<file path="config.mk">
export PLATFORM = sky130hd
export DESIGN_NAME = crc16_reflected_byte_stream_core
export DESIGN_NICKNAME = d
export VERILOG_FILES = /design/src/hw/rtl/crc16x_pkg.sv /design/src/hw/rtl/crc16x_fold.sv /design/src/hw/rtl/crc16_reflected_byte_stream_core.sv
export SDC_FILE = /design/constraint.sdc
export NUM_CORES = 1
export LEC_CHECK = 0
export BUFFER_PORTS_ARGS = -buffer_cell sky130_fd_sc_hd__buf_4
export CAP_MARGIN = 20
export CORE_ASPECT_RATIO = 1.4
export CORE_UTILIZATION = 48
export CTS_CLUSTER_SIZE = 12
export DETAILED_ROUTE_END_ITERATION = 12
export PLACE_DENSITY = 0.71
export SLEW_MARGIN = 20
export SYNTH_ARGS = -nofsm -noshare
export SYNTH_HDL_FRONTEND = slang
export SYNTH_SLANG_ARGS = --single-unit
</file>
<file path="constraint.sdc">
create_clock -name clock -period 1.5 [get_ports clock]
set_input_delay 0.075 -clock clock [delete_from_list [all_inputs] [get_ports clock]]
set_output_delay 0.075 -clock clock [all_outputs]
set_load 0.005 [all_outputs]
</file>
<file path="src/hw/rtl/crc16x_pkg.sv">
package crc16x_pkg;

   // Reflected CCITT polynomial and per-message seed
   localparam logic [15:0] CRC_POLY = 16'h8408;
   localparam logic [15:0] CRC_INIT = 16'hFFFF;

   // Fold one byte into the running CRC, least significant bit first
   function automatic logic [15:0] fold_byte(input logic [15:0] crc_in,
                                             input logic [7:0]  data_in);
      logic [15:0] crc;
      logic [7:0]  dat;
      crc = crc_in;
      dat = data_in;
      for (int k = 0; k < 8; k++) begin
         if (crc[0] ^ dat[0]) begin
            crc = (crc >> 1) ^ CRC_POLY;
         end else begin
            crc = crc >> 1;
         end
         dat = dat >> 1;
      end
      return crc;
   endfunction

endpackage

</file>
<file path="src/hw/rtl/crc16x_fold.sv">
module crc16x_fold
   import crc16x_pkg::*;
(
   input  logic [15:0] crc_cur,
   input  logic [7:0]  data_byte,
   input  logic        last,
   output logic [15:0] crc_next,
   output logic [15:0] crc_value
);

   logic [15:0] folded;
   logic [15:0] inverted;

   // Unrolled eight-bit update
   assign folded = fold_byte(crc_cur, data_byte);

   // Reload the seed after the closing byte of a message
   assign crc_next = last ? CRC_INIT : folded;

   // Invert and swap bytes for the final value
   assign inverted  = ~folded;
   assign crc_value = {inverted[7:0], inverted[15:8]};

endmodule

</file>
<file path="src/hw/rtl/crc16_reflected_byte_stream_core.sv">
// Reflected CRC-16 (X.25 style, polynomial 0x8408, seed 0xFFFF) over a byte
// stream. Each req beat carries one message byte, taken least significant bit
// first; a beat with req_last set closes the message and yields one rsp beat
// holding the inverted CRC with its two bytes swapped, after which the CRC
// reloads 0xFFFF. Throughput is one byte per cycle unless a closing byte waits
// on a full result slot; the eight-bit update is one unrolled step between the
// input register and the CRC register. A closing byte reaches its rsp beat via
// the input register, then the result register; other bytes produce none.
module crc16_reflected_byte_stream_core
   import crc16x_pkg::*;
(
   input  logic        clock,
   input  logic        reset,
   input  logic        req_valid,
   output logic        req_ready,
   input  logic [7:0]  req_data_byte,
   input  logic        req_last,
   output logic        rsp_valid,
   input  logic        rsp_ready,
   output logic [15:0] rsp_crc_value
);

   logic        s1_valid_ff, s1_valid_in;
   logic [7:0]  s1_data_ff;
   logic        s1_last_ff;
   logic [15:0] crc_ff, crc_in;
   logic        rsp_valid_ff, rsp_valid_in;
   logic [15:0] rsp_crc_value_ff;

   logic        s1_adv;
   logic        out_free;
   logic [15:0] crc_next;
   logic [15:0] crc_value;

   // Result slot can take a new value when empty or being drained
   assign out_free = !rsp_valid_ff || rsp_ready;

   // Advance the input stage; a closing byte needs a free result slot
   assign s1_adv    = s1_valid_ff && (!s1_last_ff || out_free);
   assign req_ready = !s1_valid_ff || s1_adv;

   crc16x_fold u_fold (
      .crc_cur   (crc_ff),
      .data_byte (s1_data_ff),
      .last      (s1_last_ff),
      .crc_next  (crc_next),
      .crc_value (crc_value)
   );

   // Next-state logic for the control registers
   always_comb begin
      s1_valid_in = s1_valid_ff;
      if (req_valid && req_ready) begin
         s1_valid_in = 1'b1;
      end else if (s1_adv) begin
         s1_valid_in = 1'b0;
      end

      crc_in = crc_ff;
      if (s1_adv) begin
         crc_in = crc_next;
      end

      rsp_valid_in = rsp_valid_ff;
      if (s1_adv && s1_last_ff) begin
         rsp_valid_in = 1'b1;
      end else if (rsp_ready) begin
         rsp_valid_in = 1'b0;
      end
   end

   // Control state
   always_ff @(posedge clock) begin
      if (reset) begin
         s1_valid_ff  <= 1'b0;
         crc_ff       <= CRC_INIT;
         rsp_valid_ff <= 1'b0;
      end else begin
         s1_valid_ff  <= s1_valid_in;
         crc_ff       <= crc_in;
         rsp_valid_ff <= rsp_valid_in;
      end
   end

   // Capture the input beat
   always_ff @(posedge clock) begin
      if (req_valid && req_ready) begin
         s1_data_ff <= req_data_byte;
         s1_last_ff <= req_last;
      end
   end

   // Load the result register on a closing byte
   always_ff @(posedge clock) begin
      if (s1_adv && s1_last_ff) begin
         rsp_crc_value_ff <= crc_value;
      end
   end

   assign rsp_valid     = rsp_valid_ff;
   assign rsp_crc_value = rsp_crc_value_ff;

   // Closing byte reloads the seed
   a_seed_reload: assert property (@(posedge clock) disable iff (reset)
      (s1_adv && s1_last_ff) |=> (crc_ff == CRC_INIT))
      else $error("CRC not reloaded after closing byte");

   // Closing byte always produces a result beat
   a_result_issued: assert property (@(posedge clock) disable iff (reset)
      (s1_adv && s1_last_ff) |=> rsp_valid_ff)
      else $error("closing byte gave no result");

   // A result beat appears only from a closing byte
   a_result_source: assert property (@(posedge clock) disable iff (reset)
      $rose(rsp_valid_ff) |-> $past(s1_adv && s1_last_ff))
      else $error("result beat without closing byte");

   // Stalled closing byte blocks the input side and holds the CRC
   a_stall_hold: assert property (@(posedge clock) disable iff (reset)
      (s1_valid_ff && s1_last_ff && rsp_valid_ff && !rsp_ready)
         |-> (!req_ready && (crc_in == crc_ff)))
      else $error("closing byte advanced into a full result slot");

endmodule

</file>
After elaboration in Yosys (flattened, before gate mapping)
Index checks and enable logic that the tools add are counted.
- flip-flop bits (word level): 43
- bits of input ports: 13
- output and inout port bits: 18
- word-level logic and storage cells: 47
- mux-type cells: 13
- bitwise operators: 17
- reduce and logical (&&, ||, !) cells: 11
- operators by type and width (kind ; count):
    $mux 16 ; 9
    $not 2->3 ; 8
    $not 16->16 ; 1
    $xor 1x1->1 ; 8
    $mux 1 ; 4
    $reduce_bool 2->1 ; 2
    $logic_and 1x1->1 ; 3
    $logic_not 1->1 ; 3
    $logic_or 1x1->1 ; 3

Depth between registers and ports, before layout
Gate-level depths: netlist of the first run.
- word-level depth: 17
- mapped depth: 6
- mapped depth without buffers: 4

Hierarchy
From an unflattened synthesis of the first run, not the netlist that was laid out.
- cells, all modules: 132
- area total of the unflattened synthesis: 1930.6 µm²
- modules (own cells, without submodules) (module ; instances ; cells each ; area an instance (µm²) ; seq. area each (µm²)):
    crc16_reflected_byte_stream_core ; 1 ; 91 ; 1452.6 ; 1111.1
    crc16x_fold ; 1 ; 41 ; 478.0 ; 0.0

Least setup slack after synthesis of the first run
No wires, ideal clock.
- path type: register to register
- start point: reg s1_last_ff
- end point: reg crc_ff[15]
- library setup time: 135 ps
- arrival time: 1447 ps
- data required time: 1365 ps
- setup slack: -82 ps
- stages on the path, launching flop included: 6
- path buffers: 1
- clock period less this slack: 1582 ps
- path through: edfxtp_1 nand3b_1 and3_1 nor2_2 buf_2 o211ai_1
- word-level cells in the longest chain between the ends: 3
- elaborated cells between the ends (all ways): 4
- those cells by class: mux: 1; reduce/logical: 3
- RTL lines (element ; line ; source):
    from (decl) ; crc16_reflected_byte_stream_core.sv:25 ; logic s1_last_ff;
    from (signal assigned) ; crc16_reflected_byte_stream_core.sv:89 ; s1_last_ff <= req_last;
    $logic_not 1->1 ; crc16_reflected_byte_stream_core.sv:39 ; assign s1_adv = s1_valid_ff && (!s1_last_ff || out_free);
    $logic_or 1x1->1 ; crc16_reflected_byte_stream_core.sv:39 ;
    $logic_and 1x1->1 ; crc16_reflected_byte_stream_core.sv:39 ;
    to (signal assigned) ; crc16_reflected_byte_stream_core.sv:80 ; crc_ff <= crc_in;
    to (decl) ; crc16_reflected_byte_stream_core.sv:26 ; logic [15:0] crc_ff, crc_in;
Several ways; a longest one is shown, not always the timed one.
A chain may end at the register's enable or synchronous reset.

Final worst setup path of the first run
- start point: reg s1_data_ff[2]
- end point: reg crc_ff[10]
- word-level cells in the longest chain between the ends: 9
- RTL lines (element ; line ; source):
    from (decl) ; crc16_reflected_byte_stream_core.sv:24 ; logic [7:0] s1_data_ff;
    from (signal assigned) ; crc16_reflected_byte_stream_core.sv:88 ; s1_data_ff <= req_data_byte;
    $xor 1x1->1 (*) ; crc16x_pkg.sv:15 ; if (crc[0] ^ dat[0]) begin
    $mux 16 (*) (5 in a row) ; crc16x_pkg.sv:15 ;
    $not 2->3 (no source line) ; n/a ;
    $mux 16 (*) ; crc16x_pkg.sv:15 ;
    $mux 16 (*) ; crc16x_fold.sv:18 ; assign crc_next = last ? CRC_INIT : folded;
Every way passes the cells marked *; elsewhere a longest branch is shown, timed or not.

==> summary.md, run 1 <==
| Metric | Value |
|---|---|
| Worst Max-Slew Pin Slew | `between 0.3 and 0.4 ns` |
| Arrival time at the worst endpoint | `1.63 ns` |
| R2r startpoint | `s1_data_ff[2]` |
| Final Max Slew Viols | `0` |
| Clock Power Share | `between 20% and 30%` |
| Clk sinks | `between 40 and 50` |
| Total gr overflow | `0` |
| Critical-path top delay cell | `edfxtp_1` |
| Die area | `3790 µm²` |
| Remaining DRCs | `0` |
| Worst skew pair latency | `about 0.29 ns` |
| Vias in the first global route | `roughly 1.1k` |
| Final Cycle Share | `93.5%` |
| Max cap viols | `0` |
| GP Congestion | `between 0.7 and 0.8` |
| Setup Buffers After CTS | `0` |
| CTS tree | `yes` |
| Critical setup path kind | `reg -> reg` |
| Status | `complete, no violations` |
| Layout Cells excl Fill | `approximately 220` |
| Pre-antenna DRT Iters | `4` |
| Avg WL per Cell | `between 10 and 15 µm` |
| Hold crit path type | `in -> reg` |
| I/O Buffers | `30` |
| Cells after synthesis | `roughly 120` |
| Largest net degree at the start of global routing | `17` |
| Library cells used by synthesis | `24` |
| Leakage | `between 0.9 and 1 nW` |
| Synth warnings | `0` |
| Nets | `around 190` |
| Global-route wire length before repair | `between 4000 and 5000 µm` |
| Chip Width | `~52 µm` |
| Synthesis-stage register bit count | `43` |
| Core Box Area | `about 3400 µm²` |
| Post-DP HPWL | `between 2000 and 2500 µm` |
| Register area share after synthesis | `around two thirds` |
| Boundary Pins | `31` |
| All-layer global routing usage | `18.0%` |
| Sw Ratio | `24.8%` |
| Largest area contributor in the netlist | `edfxtp_1` |
| Crit-path cells | `xnor2_2 > buf_4 > or3b_1 > nand4_1` |
| Peak supply drop | `0.000677 V` |
| Power Dens Cells | `1140 nW/µm²` |
| Pint | `1.94 mW` |
| Hold path depth | `3` |
| CTS buffer count | `5` |
| Synth top area cells | `edfxtp_1 44%, dfxtp_1 21%, xnor2_2 7.7%, o211ai_1 5.3%, xnor2_1 4.6%` |
| DRT iter0 DRCs | `24` |
| Placed cell areas | `slightly above 2000 µm²` |
| Rel. slew slack | `74.5%` |
| Row count | `25` |
| Critical path fanouts, max | `4` |
| Hold_sp | `req_valid` |
| Fin Setup TNS | `0 ns` |
| Levels on crit path | `4` |
| Mapped Avg Cell Area | `~14 µm²` |
| Routed wire length | `2940 µm` |
| Sequential Power Share | `between 50% and 60%` |
| Die height | `~72 µm` |
| CP required | `around 1.7 ns` |
| Initial antenna violation count | `0` |
| Clk buf depth | `2` |
| Cell count after placement | `just under 200` |
| Crit-path leading delay family | `simple AND/OR/NAND/NOR gates` |
| Share of layout cells above drive strength 1 | `between 30% and 40%` |
| CTS clk-pin slew, worst paths | `around 0.070 ns` |
| NetSw | `around 0.64 mW` |
| Crit-path max cell delay | `slightly above 0.4 ns` |
| Starting Density | `between 50% and 60%` |
| Clock root buffer | `clkbuf_8` |
| Worst hold slack | `between 0.05 and 0.06 ns` |
| Critical Path Sink Type | `register` |
| CP bufs+invs | `1` |
| Vias per inst | `4.97` |
| Setup Skew | `around 0.0037 ns` |
| Worst Setup SP | `s1_data_ff[2]` |
| P&R area growth vs syn | `32.5%` |
| Final-report hold violation count | `0` |
| H-tree levels | `2` |
| Via Count | `roughly 1.1k` |
| Antenna Nets Post-Route | `0` |
| RSZ-0062 raised after global routing | `false` |
| Worst reg2reg path depth | `4` |
| Finished layout cell area | `approximately 2300 µm²` |
| Syn_nets | `between 100 and 150` |
| Comb pwr share | `between 10% and 20%` |
| Top cell type's share of synthesized area | `roughly 44%` |
| Pwr Total | `around 2.6 mW` |
| Diode count | `0` |
| Final number of setup-violating endpoints | `0` |
| Worst setup SP type | `register` |
| Achievable Freq | `just over 700 MHz` |
| Post-layout min period | `1.40 ns` |
| Post-synthesis cell area | `around 1700 µm²` |
-- worst paths after layout --
check	to	slack [ns]
worst max-delay path	crc_ff[10]	0.1
worst min-delay path	s1_valid_ff	0.05
worst min register to register	crc_ff[14]	0.49
worst max register to register	crc_ff[10]	0.1
-- metrics by stage --
stage          setup slack [ns]  util [%]
3_5_place_dp             0.0367      60.7
6_report                 0.0969      66.7
2_1_floorplan           0.00922         -
5_1_grt                 0.00276      66.7
4_1_cts                  0.0119      66.1
3_3_place_gp             0.0923      60.7
-- cell usage in the layout, fill, tap and decap left out, types with 2 or more instances in the layout --
| cell | n |
|---|---|
| buf_4 | 37 |
| edfxtp_1 | 25 |
| dfxtp_1 | 18 |
| nand2_1 | 16 |
| o211ai_1 | 12 |
| dlygate4sd3_1 | 10 |
| xnor2_2 | 8 |
| xnor2_1 | 8 |
| xor2_1 | 8 |
| clkbuf_8 | 5 |
| nand3b_1 | 3 |
| nand4_1 | 3 |
| nand3_1 | 2 |
| a21oi_1 | 2 |
| or3b_1 | 2 |
| clkbuf_1 | 2 |
| buf_12 | 2 |
-- state kept, by name, summed over array words and instances, names as in the netlist --
name	count
crc_ff	16
rsp_crc_value	16
s1_data_ff	8
rsp_valid	1
s1_last_ff	1
s1_valid_ff	1
-- cells by family after synthesis --
logic type      count (synthesis)  synth area share [%]
flops                          43                  65.3
buf+inv                         5                  1.25
simple gates                   33                  10.0
compound gates                 16                  6.99
xor+xnor                       25                  16.4
-- Yosys cell counts --
master,instances
a21oi_1,2
a31oi_1,1
and2_1,1
and3_1,1
buf_2,2
clkbuf_1,2
dfxtp_1,18
edfxtp_1,25
inv_1,1
nand2_1,16
nand2_2,1
nand3_1,2
nand3b_1,3
nand4_1,3
nor2_1,1
nor2_2,1
nor2b_1,1
o211ai_1,12
o211ai_2,1
or3_1,1
or3b_1,2
xnor2_1,9
xnor2_2,8
xor2_1,8
-- final cells by class --
| cell class | count | area (µm²) |
|---|---|---|
| tap | 40 | 50.0 |
| sequential | 43 | 1110 |
| clock inverter | 1 | 5.00 |
| fill | 250 | 1130 |
| multi-input combinational | 74 | 588 |
| timing repair buffer | 49 | 418 |
| inverter | 1 | 3.75 |
| clock buffer | 7 | 76.3 |
-- tightest hold or removal path, stage by stage --
cell and delay [ns]:
buf_4 0.08, inv_1 0.04, a21oi_1 0.11
-- metal layers --
metal  global-route usage (%)  up-vias  share of wire (%)
met2                     31.6       26                 56
met5                        0        -                  0
met3                     4.40        4                3.0
met4                     9.94        0                1.3
li1                         -      538                  -
met1                     19.0      501                 40
-- power by group through the flow --
stage | clock network [mW] | registers [mW] | logic (mW)
6_report | 0.683 | 1.41 | 0.484
3_3_place_gp | 0 | 1.43 | 0.436
4_1_cts | 0.711 | 1.41 | 0.477
2_1_floorplan | 0 | 1.43 | 0.286
3_5_place_dp | 0 | 1.44 | 0.455
5_1_grt | 0.739 | 1.42 | 0.528
-- timing repair --
item,4_1_cts,5_1_grt
gates resized for setup,0,2
hold endpoints to repair,11,0
hold buffers,10,0
setup endpoints to repair,0,2
Power figures use the tool's default switching activity.
==> run 2: changes to the inputs <==
GPL_TIMING_DRIVEN = 0   (was not set)
==> run 2 against run 1 <==
Hold slack better by 0.012 ns. Design area is 4.2% higher. Largest power group unchanged. Non-clock buffer count up 1. Power up 9.9%. Largest cell class unchanged. Sequential power about the same. Routed wire length increased by 14%. Sequential cell count unchanged. First-iteration DRC count stayed put. Global-route usage grew 0.97 points.
==> summary.md, run 2 (same netlist as run 1, synthesis figures left out) <==
| Metric | Value |
|---|---|
| Status | `complete, no violations` |
| Placed cell areas | `1980 µm²` |
| Met3 Usage GRT | `5.66%` |
| Critical Path Sink Type | `register` |
| Worst setup SP type | `register` |
| DRT iter0 DRCs | `24` |
| Post-layout min period | `around 1.5 ns` |
| Commonest non-fill, non-tap cell in the layout | `buf_4` |
| Power Dens Cells | `~1200 nW/µm²` |
| Largest net degree at the start of global routing | `17` |
| Chip Width | `roughly 52 µm` |
| Initial antenna violation count | `0` |
| Rel. slew slack | `52.4%` |
| CP required | `approximately 1.4 ns` |
| Leakage | `~0.93 nW` |
| Final number of setup-violating endpoints | `0` |
| Fin Setup TNS | `0 ns` |
| Die area | `between 3000 and 4000 µm²` |
| Pre-antenna DRT Iters | `4` |
| Clock Power Share | `a little under a third` |
| P&R area growth vs syn | `38.0%` |
| Row count | `25` |
| Final Cycle Share | `a little over nine tenths` |
| Critical setup path kind | `reg -> reg` |
| Worst skew pair latency | `0.29 ns` |
| Hold crit path type | `in -> reg` |
| Boundary Pins | `31` |
| Achievable Freq | `between 600 and 700 MHz` |
| Diode count | `0` |
| Comb pwr share | `around a fifth` |
| Final worst setup slack | `0.0263 ns` |
| Post-DP HPWL | `about 2000 µm` |
| Share of layout cells above drive strength 1 | `roughly 35%` |
| Worst Max-Slew Pin Slew | `0.712 ns` |
| Starting Density | `between 50 and 60%` |
| Global-route wire length before repair | `a little over 5000 µm` |
| I/O Buffers | `30` |
| Vias per inst | `between 5 and 6` |
| Fill count | `approximately 250` |
| GP Congestion | `between 0.7 and 0.8` |
| Top Usage Layer GRT | `met2` |
| Die height | `72.4 µm` |
| Peak supply drop | `0.00107 V` |
| Critical path fanouts, max | `9` |
| Core Box Area | `approximately 3400 µm²` |
| Met1 Track Usage GR | `between 10% and 20%` |
| Clk sinks | `43` |
| Final-report hold violation count | `0` |
| Pre-CTS worst setup slack | `-0.340 ns` |
| Antenna Nets Post-Route | `0` |
| Commonest non-fill, non-tap cells in the layout | `37 x buf_4, 25 x edfxtp_1, 18 x dfxtp_1, 16 x nand2_1, 12 x o211ai_1` |
| All-layer global routing usage | `between 10% and 20%` |
| Via Count | `around 1.2k` |
| NetSw | `around 0.69 mW` |
| Total gr overflow | `0` |
| CTS buffer count | `5` |
| Nets | `roughly 190` |
| Sequential Power Share | `approximately half` |
| Clk buf depth | `2` |
| Setup Skew | `just over 0.007 ns` |
| CTS clk-pin slew, worst paths | `0.07 ns` |
| H-tree levels | `2` |
| Sw Ratio | `between 20 and 25%` |
| Routed wire length | `3360 µm` |
| Vias in the first global route | `1115` |
| Final Max Slew Viols | `0` |
| Avg WL per Cell | `approximately 16 µm` |
| Finished layout cell area | `2350 µm²` |
| Pint | `between 2 and 2.5 mW` |
| RSZ-0062 raised after global routing | `true` |
| Remaining DRCs | `0` |
| Max cap viols | `0` |
| GR Util met2 | `between 30% and 40%` |
| Clock root buffer | `clkbuf_8` |
| CTS tree | `yes` |
| Arrival time at the worst endpoint | `about 1.4 ns` |
==> run 2: changes by cell type in the layout (fill, tap and decap cells not counted), sizes merged <==
| cell | before | now |
|---|---|---|
| clkbuf | 7 | 8 |
| bufinv | 0 | 1 |
| clkinv | 1 | 0 |
==> run 2: power by group through the flow <==
stage / logic [mW] / clock network (mW) / registers [mW]
floorplan: 0.286 / 0 / 1.43
finish: 0.538 / 0.878 / 1.42
CTS: 0.469 / 0.885 / 1.41
detailed placement: 0.418 / 0 / 1.44
global placement: 0.407 / 0 / 1.43
global route: 0.576 / 0.926 / 1.43
==> run 2: worst max-delay path, stage by stage (launching register included) <==
cell and delay [ns]:
dfxtp_1 0.33, nor2b_1 0.16, a31oi_2 0.62
==> run 2: cell type report <==
cell class	count	area, µm²	area share (%)
buffer	4	25.0	1.07
clock buffer	7	76.3	3.25
clock inverter	1	30.0	1.28
inverter	1	3.75	0.160
multi-input combinational	74	667	28.4
sequential	43	1110	47.4
tap	40	50.0	2.13
timing repair buffer	46	383	16.3
==> run 2: path summary, 6_finish.rpt <==
check                  start  slack, ns             to  cells after the start
setup / recovery   rsp_valid       0.03  s1_data_ff[6]                      2
hold / removal     req_valid       0.06    s1_valid_ff                      3
setup reg to reg   rsp_valid       0.03  s1_data_ff[6]                      2
hold reg to reg   crc_ff[14]       0.50     crc_ff[14]                      2
==> run 2: per-layer routing <==
metal	vias up	share of wire [%]
met5	-	0
met1	569	38
met3	8	4.9
met2	40	55
met4	0	2.0
li1	547	-
==> run 2: timing repair <==
item	CTS	global route
gates resized for setup	7	11
hold buffers	10	0
hold endpoints to repair	11	0
buffers inserted	1	5
pin swaps	0	3
endpoints found under the setup margin	26	26
==> run 2: per-stage QoR <==
step | instances | hold WS, ns | utilization, % | power (mW)
finish | 216 | 0.0641 | 69.4 | 2.83
global route | 216 | 0.0737 | 69.4 | 2.93
CTS | 211 | 0.0532 | 66.4 | 2.77
detailed placement | 192 | 0.254 | 58.5 | 1.85
global placement | 192 | 0.253 | 58.5 | 1.84
floorplan | 122 | 0.144 | - | 1.72
==> run 3: changes to the inputs <==
CORE_UTILIZATION = 50   (was 48)
PLACE_DENSITY = 0.73   (was 0.71)
SYNTH_HIERARCHICAL = 1   (was not set)
==> run 3 against run 2 <==
The run now ends with negative setup slack left. Largest cell class unchanged. Sequential power is essentially flat. Clock power decreased by 17%. Global-route usage is 0.80 points higher. Power decreased by 0.43%. Highest routed layer unchanged. Clock-buffer cell count fell by 1. Setup slack lost 0.15 ns.
==> summary.md, run 3 <==
| Metric | Value |
|---|---|
| Status | `finished with violations` |
| Failing checks | `negative setup slack` |
| Post-layout util | `a little over two thirds` |
| Boundary Pins | `31` |
| Commonest non-fill, non-tap cells in the layout | `36 x buf_4, 25 x edfxtp_1, 17 x dfxtp_1` |
| All-layer global routing usage | `19.8%` |
| Final-report hold violation count | `0` |
| P&R area growth vs syn | `34.2%` |
| Rel. slew slack | `63.9%` |
| Compound-Gate Fraction of Synth Area | `roughly 7.8%` |
| Mapped Avg Cell Area | `roughly 15 µm²` |
| Total gr overflow | `0` |
| Number of synthesized flops with an enable pin | `25` |
| Post-layout min period | `~1.6 ns` |
| Pre-antenna DRT Iters | `4` |
| Arrival time at the worst endpoint | `between 1.5 and 2 ns` |
| Post-DP HPWL | `2350 µm` |
| Global-route wire length before repair | `around 5500 µm` |
| Nets | `201` |
| Peak supply drop | `0.000874 V` |
| Fill count | `246` |
| Synth Area in Simple Gates | `13.3%` |
| Sequential Power Share | `about half` |
| Fin Setup TNS | `-1.37 ns` |
| Clk sinks | `43` |
| Cells after synthesis | `132` |
| Top Usage Layer GRT | `met2` |
| Diode count | `0` |
| WHS Endpoint | `s1_valid_ff` |
| Hold path depth | `3` |
| Final Cycle Share | `108%` |
| Synth top area cells | `edfxtp_1 39%, dfxtp_1 19%, a211o_1 7.3%, xnor3_1 5.8%, and3_1 5.5%` |
| Chip Width | `roughly 55 µm` |
| Avg WL per Cell | `about 16 µm` |
| GP Congestion | `approximately 0.77` |
| Setup Skew | `0.00666 ns` |
| Worst Setup SP | `s1_data_ff[3]` |
| Remaining DRCs | `0` |
| CTS tree | `yes` |
| Share of layout cells above drive strength 1 | `between 30 and 40%` |
| Via Count | `1219` |
| Final number of setup-violating endpoints | `19` |
| Post-synth top cells | `25 x edfxtp_1, 18 x dfxtp_1, 17 x and3_1` |
| Critical Path Sink Type | `register` |
| Ys async rst share | `0%` |
| Routed wire length | `around 3600 µm` |
| Pint | `about 2.1 mW` |
| Clock root buffer | `clkbuf_8` |
| Row count | `26` |
| Post-synthesis cell area | `between 1500 and 2000 µm²` |
| FF-to-FF setup slack | `-0.13 ns` |
| Syn_nets | `around 150` |
| Synthesis-stage register bit count | `between 40 and 50` |
| Starting Density | `a little over half` |
| Top cell type's share of synthesized area | `38.9%` |
| R2r startpoint | `s1_data_ff[3]` |
| Largest family of logic cells by synthesized area | `XOR/XNOR gates` |
| Hold_sp | `req_valid` |
| Leakage | `between 1 and 1.5 nW` |
| Xor and xnor area share after synthesis | `approximately 19%` |
| Initial antenna violation count | `0` |
| Clk buf depth | `2` |
| Critical path fanouts, max | `5` |
| RSZ-0062 raised after global routing | `true` |
| Final Max Slew Viols | `0` |
| Mux cell area share after synthesis | `0%` |
| GR Util met2 | `35.9%` |
| Achievable Freq | `615 MHz` |
| I/O Buffers | `29` |
| CP required | `between 1.5 and 2 ns` |
| CTS clk-pin slew, worst paths | `0.07 ns` |
| Sw Ratio | `between 20% and 30%` |
| Finished layout cell area | `2590 µm²` |
| Met1 Track Usage GR | `a little over a fifth` |
| CTS buffer count | `5` |
| Largest area contributor in the netlist | `edfxtp_1` |
| Vias in the first global route | `roughly 1.2k` |
| Clock Power Share | `25.8%` |
| Worst skew pair latency | `between 0.2 and 0.3 ns` |
| H-tree levels | `2` |
| Max cap viols | `0` |
| Die height | `75.5 µm` |
| Critical setup path kind | `reg -> reg` |
| Worst Max-Slew Pin Slew | `roughly 0.54 ns` |
| Register area share after synthesis | `a little under three fifths` |
| Synth warnings | `6` |
| Hold crit path type | `in -> reg` |
| Commonest non-fill, non-tap cell in the layout | `buf_4` |
| NetSw | `approximately 0.68 mW` |
| Reg-to-Reg End | `crc_ff[3]` |
| Placed cell areas | `about 2200 µm²` |
| Vias per inst | `~5.3` |
| Worst reg2reg path depth | `5` |
| Library cells used by synthesis | `22` |
| Worst setup SP type | `register` |
| Final worst setup slack | `-0.126 ns` |
| DRT iter0 DRCs | `28` |
| Count leader, synth | `edfxtp_1` |
| Antenna Nets Post-Route | `0` |
| Post-Synth Adder-Cell Area | `0%` |
| Met3 Usage GRT | `under 10%` |
| Comb pwr share | `between 20% and 30%` |
| Largest net degree at the start of global routing | `17` |
| Core Box Area | `approximately 3700 µm²` |
| Die area | `~4000 µm²` |
| Power Dens Cells | `between 1000 and 1500 nW/µm²` |
| Worst hold slack | `about 0.029 ns` |
| Ys flop type | `edfxtp_1` |
-- run 3: cell count changes in the layout (fill, tap and decap cells not counted), moves of 3 or more --
cell      before  now
a211o_1        0   16
and3_1         0   16
buf_6          0    5
nand2_1       16    1
nand2b_1       0   16
nand3b_1       3    0
nand4_1        3    0
o211ai_1      12    0
xnor2_1        7    3
xnor3_1        0    5
xor2_1         8    0
xor2_2         0    3
xor3_2         0    3
-- run 3: how the worst max path moves through the flow --
| stage | end | cells past startpoint | slack [ns] |
|---|---|---|---|
| final | crc_ff[3] | 5 | -0.13 |
| after global routing | crc_ff[7] | 5 | -0.17 |
| after CTS | crc_ff[7] | 5 | -0.12 |
| after detailed placement | crc_ff[7] | 5 | -0.16 |
| after floorplan | crc_ff[3] | 5 | -0.03 |
| after global placement | crc_ff[7] | 5 | -0.15 |
-- run 3: final cells by class --
| type | instances | area, µm² | area share, % |
|---|---|---|---|
| flip-flops and latches | 43 | 1110 | 42.9 |
| multi-input cells | 81 | 891 | 34.4 |
| repair buffers | 49 | 405 | 15.7 |
| clock buffers | 6 | 82.6 | 3.19 |
| well taps | 42 | 52.6 | 2.03 |
| plain buffers | 7 | 37.5 | 1.45 |
| clock inverters | 1 | 5.00 | 0.193 |
| inverters | 1 | 3.75 | 0.145 |
-- run 3: cells by family (layout without fill, tap and decap cells) --
family          Yosys count  after routing
xor+xnor                 24             24
buf+inv                   8             64
flops                    43             43
compound gates           18             18
simple gates             39             39
-- run 3: power groups by stage --
| stage | combinational [mW] | clock, mW | sequential, mW |
|---|---|---|---|
| 2_1_floorplan | 0.379 | 0 | 1.43 |
| 3_3_place_gp | 0.504 | 0 | 1.43 |
| 3_5_place_dp | 0.517 | 0 | 1.44 |
| 4_1_cts | 0.647 | 0.742 | 1.42 |
| 5_1_grt | 0.717 | 0.784 | 1.43 |
| 6_report | 0.676 | 0.727 | 1.42 |
-- run 3: worst max-delay path, stage by stage (launching register included) --
cell and delay [ns]:
edfxtp_1 0.46, xnor2_4 0.19, xnor3_1 0.40, nand2b_1 0.06, and3_1 0.16, a211o_1 0.25
-- run 3: routing by layer --
| layer | part of all wire [%] | vias up |
|---|---|---|
| met2 | 54 | 36 |
| li1 | - | 590 |
| met5 | 0 | - |
| met1 | 40 | 587 |
| met4 | 1.6 | 0 |
| met3 | 3.9 | 6 |
-- run 3: repair_timing --
| item | in CTS | in global routing |
|---|---|---|
| resized for setup | 12 | 4 |
| pin swaps | 14 | 7 |
| buffers inserted | 10 | 1 |
| setup endpoints to repair | 42 | 35 |
| hold endpoints to repair | 9 | 0 |
| hold buffers | 9 | 0 |
-- run 3: stage by stage --
stage                     setup slack, ns  instances  total power, mW
final                              -0.126        230             2.82
after global routing               -0.165        230             2.93
after CTS                          -0.119        229             2.81
after detailed placement           -0.164        203             1.95
after global placement             -0.149        203             1.94
after floorplan                   -0.0283        132             1.81
